===== src/sv/tfd_pkg.sv =====
// Shared types, constants and command codes of the tree farthest distance block.
package tfd_pkg;

  localparam int MAX_NODES   = 32768;
  localparam int WEIGHT_BITS = 16;

  localparam int LINK_DEPTH = 2 * MAX_NODES;
  localparam int NODE_BITS  = $clog2(MAX_NODES);
  localparam int NCNT_BITS  = $clog2(MAX_NODES + 1);
  localparam int LINK_BITS  = $clog2(LINK_DEPTH);
  localparam int HEAD_BITS  = LINK_BITS + 1;
  localparam int LEN_BITS   = (WEIGHT_BITS < 16) ? WEIGHT_BITS : 16;
  localparam int DIST_BITS  = 31;
  localparam logic [DIST_BITS-1:0] DIST_MAX = {DIST_BITS{1'b1}};

  localparam logic [1:0] REQ_EDGE    = 2'd0;
  localparam logic [1:0] REQ_COMPUTE = 2'd1;
  localparam logic [1:0] REQ_QUERY   = 2'd2;

  typedef struct packed {
    logic [1:0]  req_type;
    logic [14:0] end_a;
    logic [14:0] end_b;
    logic [15:0] edge_weight;
    logic [14:0] query_node;
  } in_item_t;

  typedef struct packed {
    logic [14:0] node_index;
    logic [30:0] farthest_distance;
  } out_item_t;

  typedef enum logic [4:0] {
    OP_NONE,
    OP_LATCH,
    OP_SWEEP,
    OP_EDGE_RDA,
    OP_EDGE_WRA,
    OP_EDGE_RDB,
    OP_EDGE_WRB,
    OP_WALK_INIT,
    OP_POP,
    OP_NODE_RD,
    OP_NODE,
    OP_LINK_RD,
    OP_SEEN_RD,
    OP_VISIT,
    OP_QUERY_RD,
    OP_QUERY_OUT
  } dp_op_t;

  typedef struct packed {
    dp_op_t op;
    logic   clr_head;
    logic   clr_seen;
    logic   clr_d1;
    logic   clr_d2;
    logic   dest_d2;
    logic   src_best;
  } dp_cmd_t;

  typedef struct packed {
    logic sweep_last;
    logic queue_empty;
    logic link_null;
    logic edge_ok;
    logic start_ok;
    logic query_ok;
    logic out_full;
  } dp_status_t;

endpackage


===== src/sv/tfd_ctrl.sv =====
// Controller state machine of the tree farthest distance block.
module tfd_ctrl (
  input  logic                clk,
  input  logic                rst,
  input  logic                in_valid,
  input  logic [1:0]          req_type,
  output logic                in_ready,
  output tfd_pkg::dp_cmd_t    cmd,
  input  tfd_pkg::dp_status_t status
);
  import tfd_pkg::*;

  typedef enum logic [15:0] {
    S_CLEAR     = 16'b0000_0000_0000_0001,
    S_IDLE      = 16'b0000_0000_0000_0010,
    S_EDGE_RDA  = 16'b0000_0000_0000_0100,
    S_EDGE_WRA  = 16'b0000_0000_0000_1000,
    S_EDGE_RDB  = 16'b0000_0000_0001_0000,
    S_EDGE_WRB  = 16'b0000_0000_0010_0000,
    S_SWEEP     = 16'b0000_0000_0100_0000,
    S_INIT      = 16'b0000_0000_1000_0000,
    S_POP       = 16'b0000_0001_0000_0000,
    S_NODE_RD   = 16'b0000_0010_0000_0000,
    S_NODE      = 16'b0000_0100_0000_0000,
    S_LINK_RD   = 16'b0000_1000_0000_0000,
    S_SEEN_RD   = 16'b0001_0000_0000_0000,
    S_VISIT     = 16'b0010_0000_0000_0000,
    S_QUERY_RD  = 16'b0100_0000_0000_0000,
    S_QUERY_OUT = 16'b1000_0000_0000_0000
  } state_t;

  localparam logic [1:0] WALK_FIRST  = 2'd0;
  localparam logic [1:0] WALK_SECOND = 2'd1;
  localparam logic [1:0] WALK_THIRD  = 2'd2;

  state_t     state, state_next;
  logic [1:0] walk, walk_next;
  logic       computed, computed_next;
  logic       pend_edge, pend_edge_next;

  assign in_ready = (state == S_IDLE);

  always_comb begin
    state_next     = state;
    walk_next      = walk;
    computed_next  = computed;
    pend_edge_next = pend_edge;
    cmd            = '0;
    cmd.op         = OP_NONE;
    cmd.dest_d2    = (walk != WALK_SECOND);
    cmd.src_best   = (walk != WALK_FIRST);
    case (state)
      S_CLEAR: begin
        cmd.op       = OP_SWEEP;
        cmd.clr_head = 1'b1;
        if (status.sweep_last) begin
          state_next     = pend_edge ? S_EDGE_RDA : S_IDLE;
          pend_edge_next = 1'b0;
        end
      end
      S_IDLE: begin
        if (in_valid) begin
          cmd.op = OP_LATCH;
          case (req_type)
            REQ_EDGE: begin
              if (computed) begin
                computed_next  = 1'b0;
                pend_edge_next = 1'b1;
                state_next     = S_CLEAR;
              end else begin
                state_next = S_EDGE_RDA;
              end
            end
            REQ_COMPUTE: begin
              walk_next  = WALK_FIRST;
              state_next = S_SWEEP;
            end
            REQ_QUERY: state_next = computed ? S_QUERY_RD : S_IDLE;
            default:   state_next = S_IDLE;
          endcase
        end
      end
      S_EDGE_RDA: begin
        if (status.edge_ok) begin
          cmd.op     = OP_EDGE_RDA;
          state_next = S_EDGE_WRA;
        end else begin
          state_next = S_IDLE;
        end
      end
      S_EDGE_WRA: begin
        cmd.op     = OP_EDGE_WRA;
        state_next = S_EDGE_RDB;
      end
      S_EDGE_RDB: begin
        cmd.op     = OP_EDGE_RDB;
        state_next = S_EDGE_WRB;
      end
      S_EDGE_WRB: begin
        cmd.op     = OP_EDGE_WRB;
        state_next = S_IDLE;
      end
      S_SWEEP: begin
        cmd.op       = OP_SWEEP;
        cmd.clr_seen = 1'b1;
        cmd.clr_d1   = (walk == WALK_FIRST);
        cmd.clr_d2   = (walk != WALK_THIRD);
        if (status.sweep_last) begin
          if (walk == WALK_FIRST && !status.start_ok) begin
            computed_next = 1'b1;
            state_next    = S_IDLE;
          end else begin
            state_next = S_INIT;
          end
        end
      end
      S_INIT: begin
        cmd.op     = OP_WALK_INIT;
        state_next = S_POP;
      end
      S_POP: begin
        if (status.queue_empty) begin
          if (walk == WALK_THIRD) begin
            computed_next = 1'b1;
            state_next    = S_IDLE;
          end else begin
            walk_next  = walk + 2'd1;
            state_next = S_SWEEP;
          end
        end else begin
          cmd.op     = OP_POP;
          state_next = S_NODE_RD;
        end
      end
      S_NODE_RD: begin
        cmd.op     = OP_NODE_RD;
        state_next = S_NODE;
      end
      S_NODE: begin
        cmd.op     = OP_NODE;
        state_next = S_LINK_RD;
      end
      S_LINK_RD: begin
        if (status.link_null) begin
          state_next = S_POP;
        end else begin
          cmd.op     = OP_LINK_RD;
          state_next = S_SEEN_RD;
        end
      end
      S_SEEN_RD: begin
        cmd.op     = OP_SEEN_RD;
        state_next = S_VISIT;
      end
      S_VISIT: begin
        cmd.op     = OP_VISIT;
        state_next = S_LINK_RD;
      end
      S_QUERY_RD: begin
        if (status.query_ok) begin
          cmd.op     = OP_QUERY_RD;
          state_next = S_QUERY_OUT;
        end else begin
          state_next = S_IDLE;
        end
      end
      S_QUERY_OUT: begin
        if (!status.out_full) begin
          cmd.op     = OP_QUERY_OUT;
          state_next = S_IDLE;
        end
      end
      default: state_next = S_IDLE;
    endcase
  end

  always_ff @(posedge clk) begin
    if (rst) begin
      state     <= S_CLEAR;
      walk      <= WALK_FIRST;
      computed  <= 1'b0;
      pend_edge <= 1'b0;
    end else begin
      state     <= state_next;
      walk      <= walk_next;
      computed  <= computed_next;
      pend_edge <= pend_edge_next;
    end
  end

endmodule


===== config.mk =====
export PLATFORM = sky130hd
export DESIGN_NAME = tfd_ctrl
export DESIGN_NICKNAME = d
export VERILOG_FILES = /design/src/sv/tfd_pkg.sv /design/src/sv/tfd_ctrl.sv
export SDC_FILE = /design/constraint.sdc
export NUM_CORES = 1
export LEC_CHECK = 0
export ABC_AREA = 1
export CORE_MARGIN = 2
export CORE_UTILIZATION = 61
export CTS_BUF_LIST = sky130_fd_sc_hd__clkbuf_4 sky130_fd_sc_hd__clkbuf_8
export CTS_CLUSTER_SIZE = 28
export DETAILED_ROUTE_END_ITERATION = 16
export DONT_BUFFER_PORTS = 1
export GPL_TIMING_DRIVEN = 0
export HOLD_SLACK_MARGIN = 0.06
export PLACE_DENSITY = 0.87
export SLEW_MARGIN = 10
export SYNTH_ARGS = -nofsm -noshare
export SYNTH_HDL_FRONTEND = slang
export SYNTH_SLANG_ARGS = --single-unit

===== constraint.sdc =====
create_clock -name clk -period 4.58 [get_ports clk]
set_clock_uncertainty 0.05 [all_clocks]
set_input_delay 0.458 -clock clk [delete_from_list [all_inputs] [get_ports clk]]
set_output_delay 0.458 -clock clk [all_outputs]
set_load 0.02 [all_outputs]

* After elaboration in Yosys (flattened, before gate mapping) *
Index checks and enable logic that the tools add are counted.
W data, S select, Z words.

operators by class
  $add $sub $neg = 1
  multipliers = 0
  divide/modulo/power cells = 0
  $lt $le $gt $ge = 0
  equality and inequality tests = 32
  shift-type cells = 0
  muxes and demuxes = 41
  bitwise operators = 0
  reduce and logical (&&, ||, !) cells = 14

operator list
  cell                    count
  $pmux W16 S14           1
  $mux W16                6
  $pmux W5 S15            1
  $pmux W15 S3            1
  $mux W4                 5
  $ne A2 B2 Y1 const B    9
  $eq A16 B1 Y1 const B   1
  $eq A16 B10 Y1 const B  1
  $eq A16 B11 Y1 const B  1
  $eq A16 B12 Y1 const B  1
  $eq A16 B13 Y1 const B  1
  $eq A16 B14 Y1 const B  1
  $eq A16 B15 Y1 const B  1
  $eq A16 B16 Y1 const B  1
  $eq A16 B2 Y1 const B   1
  $eq A16 B3 Y1 const B   1
  $eq A16 B4 Y1 const B   1
  $eq A16 B5 Y1 const B   1
  $eq A16 B6 Y1 const B   1
  $eq A16 B7 Y1 const B   1
  $eq A16 B8 Y1 const B   1
  $eq A16 B9 Y1 const B   1
  $mux W15                1
  $mux W13                1
  other kinds (21)        47

word-level totals
  register bits after elaboration = 20
  latch bits = 0
  memory bits (writable) = 0
  memory bits (read-only) = 0
  bits of input ports = 12
  output and inout port bits = 12
  logic and storage cells = 92
  memories = 0

* Logic depth before layout (Yosys ltp) *
  word-level depth = 5
  depth in mapped cells = 12
  depth with buffers taken out = 12

* Worst setup path before layout *
OpenSTA, ideal clock, no wires.

  kind = reg-to-output
  from = register state[12]
  to = output port cmd[7] (netlist bit)
  arrival = 1.366 ns
  data required time = 4.072 ns
  slack = 2.706 ns
  cell stages (with the launch flop) = 9
  path buffers = 0
  path through = dfxtp_1 nor2_4 nand2_2 inv_1 nand2_1 inv_1 nand3_1 nand2_1 or3_1

RTL lines
  what                    line             source
  start, declared         tfd_ctrl.sv:36   state_t state, state_next;
  start signal, assigned  tfd_ctrl.sv:184  state <= state_next;
  end, declared           tfd_ctrl.sv:8    output tfd_pkg::dp_cmd_t cmd,

==> metrics <==
outcome=complete, no violations; maximum number of pins on one net before global-route repair=12; Cell variety after synth=28; first-pass iteration count of the detailed router=4; number of CTS-inserted buffers=3; sum of negative setup slack=0 ns; final wirelength=3390 um; DR iter-0 viols=45; overall power of the completed layout=0.417 mW; CTS tree=done; I/O pin cnt=24; proportion of layout cells with a drive suffix above 1=0.135; Critical-path top delay cell=dfxtp_1; final count of negative-setup-slack endpoints=0; count of placed standard cells including taps=277; # clock sinks=20; cell mode on critical path=nand2_1; die outline height=53.8 um; Post-layout nets=267; shortest period the worst path allows=2.40 ns; gate count after technology mapping=247; nets in the synthesized netlist=262; final hold slack=0.228 ns; leading cell type in the layout, fill and taps excluded=nor2_1; post-detailed-route count of antenna-violating nets=0; max incr delay on CP=0.35 ns; sequential area share after synthesis=0.264; routability congestion estimate=0.918; placement row count=18; GRT Resource Usage Total=0.261; number of vias in the routed layout=1,554; fraction of synthesized cell area taken by the top area cell type=0.264; Worst Setup Path Type=reg -> out; WL/cell=12.0 um; Cell Pwr Density=262 nW/um2; number of gates resized after CTS=0; CP Launch Type=register; port buffer count=0; setup repair after global routing missed its margin=no; # Post-CTS Setup Buffers=0; top area cells in the synthesized netlist=dfxtp_1 (26%), nor2_1 (11%), nand2_1 (10%), nand3_1 (9.9%), inv_1 (9.4%); Mapped Area=1520 um2; Max Buffers Root-to-Sink=2; leading cell types in the layout, fill and taps excluded=nor2_1 (43), nand2_1 (41), inv_1 (38); HPWL after detailed placement=2740 um; flip-flop and latch count after synthesis=20; slack of the worst reg-to-reg path=2.80 ns; Core Footprint=2410 um2; DIE WIDTH=53.8 um; clock insertion delay at the later pin of the skew report=0.31 ns; yosys synthesis warning count=0; VDD IR-drop max=0.232 mV; number of vias per cell=5.53; global route overflow=0; required time of the worst setup path=4.07 ns; number of max-cap violations=0; initial antenna violation count=0; count of endpoints failing hold in the final timing report=0; CP endpoint kind=output port; Worst Path Buf+Inv=0; via count of the first global-routing pass=1,339; type of the worst min-delay path=in -> reg; timing-limited maximum frequency=0.416 GHz; Area growth, synth to finish=4.87%; data arrival at the endpoint of the critical path=1.90 ns; first-pass GRT wire length=5490 um; remaining routing DRC violations=0; Layout Cells excl Fill=281; cell type with the largest total area after synthesis=dfxtp_1; Mean Syn Cell Area=6.13 um2; Root Buffer Master=clkbuf_4; list of cells traversed by the critical path=nor2_2, nand2_2, nor2_4, nand2_1, or2_2, nand2_1, or3_1; Max FO, Critical Path=5; dominant delay contributor by cell family on the critical path=simple AND/OR/NAND/NOR gates; starting utilization of the core area=0.629; leakage power=0.828 nW; clock transition at the registers of the reported paths=0.13 ns; period utilization=0.525; total inserted antenna cells=0; hold buffer count at cts=0; count of pins over their slew limit=0; die area=2900 um2; number of H-tree levels=1
## where the power goes
| group | switching (mW) | internal, mW |
|---|---|---|
| combinational | 0.0839 | 0.0360 |
| clock | 0.0589 | 0.0485 |
| sequential | 0.00752 | 0.182 |
| total | 0.150 | 0.266 |
## layer usage
layer / global-route usage / routed length (um) / part of all wire / up-vias
met1: 0.330 / 1450 / 0.43 / 680
met5: 0 / 0 / 0 / -
met2: 0.431 / 1550 / 0.46 / 74
met3: 0.0500 / 334 / 0.099 / 8
met4: 0.111 / 51 / 0.015 / 0
li1: - / - / - / 792
## cell families after synthesis
| family | count (synthesis) | synth area share |
|---|---|---|
| simple gates | 155 | 0.506 |
| flops | 20 | 0.264 |
| buf+inv | 47 | 0.129 |
| compound gates | 21 | 0.0735 |
| fa+ha+maj | 3 | 0.0248 |
| other cells | 1 | 0.00247 |
## stage by stage
step           setup WS (ns)  instance area [um2]   util
2_1_floorplan           2.71                 1520      -
3_3_place_gp            2.55                 1550  0.644
3_5_place_dp            2.53                 1550  0.644
4_1_cts                 2.18                 1590  0.659
5_1_grt                 2.03                 1590  0.659
6_report                2.18                 1590  0.659
## synthesized netlist by cell type
master	count
nand3_2	1
nor2_8	1
nor4_1	2
nand2_2	8
buf_6	2
clkbuf_1	2
nor3_1	7
nor2_4	5
dfxtp_1	20
inv_1	38
nand4_1	5
nor2_2	5
nand3_1	30
a21oi_1	8
o211ai_1	1
or2_2	1
nand4_2	1
nor2_1	43
nand3b_1	4
inv_2	4
o21ai_0	7
o21ai_1	4
a21oi_2	1
buf_4	1
nand2_1	41
or3_1	1
conb_1	1
ha_1	3
## flip-flops by register name, indices dropped and copies added, names as in the netlist
register / flops
walk: 2
computed: 1
pend_edge: 1
state: 16
## worst paths after layout
check / start / endpoint / depth (start not counted)
worst max-delay path: state[2] / cmd[7] / 7
worst min-delay path: status[0] / state[15] / 2
worst max register to register: state[14] / state[1] / 11
worst min register to register: walk[1] / walk[1] / 2
## layout make-up
class | count | area (um2)
Clock buffer | 4 | 36.3
Fill cell | 224 | 821
Inverter | 42 | 158
Buffer | 5 | 37.5
Tap cell | 30 | 37.5
Multi-Input combinational cell | 180 | 920
Sequential cell | 20 | 400
(Power assumes the default switching activity.)
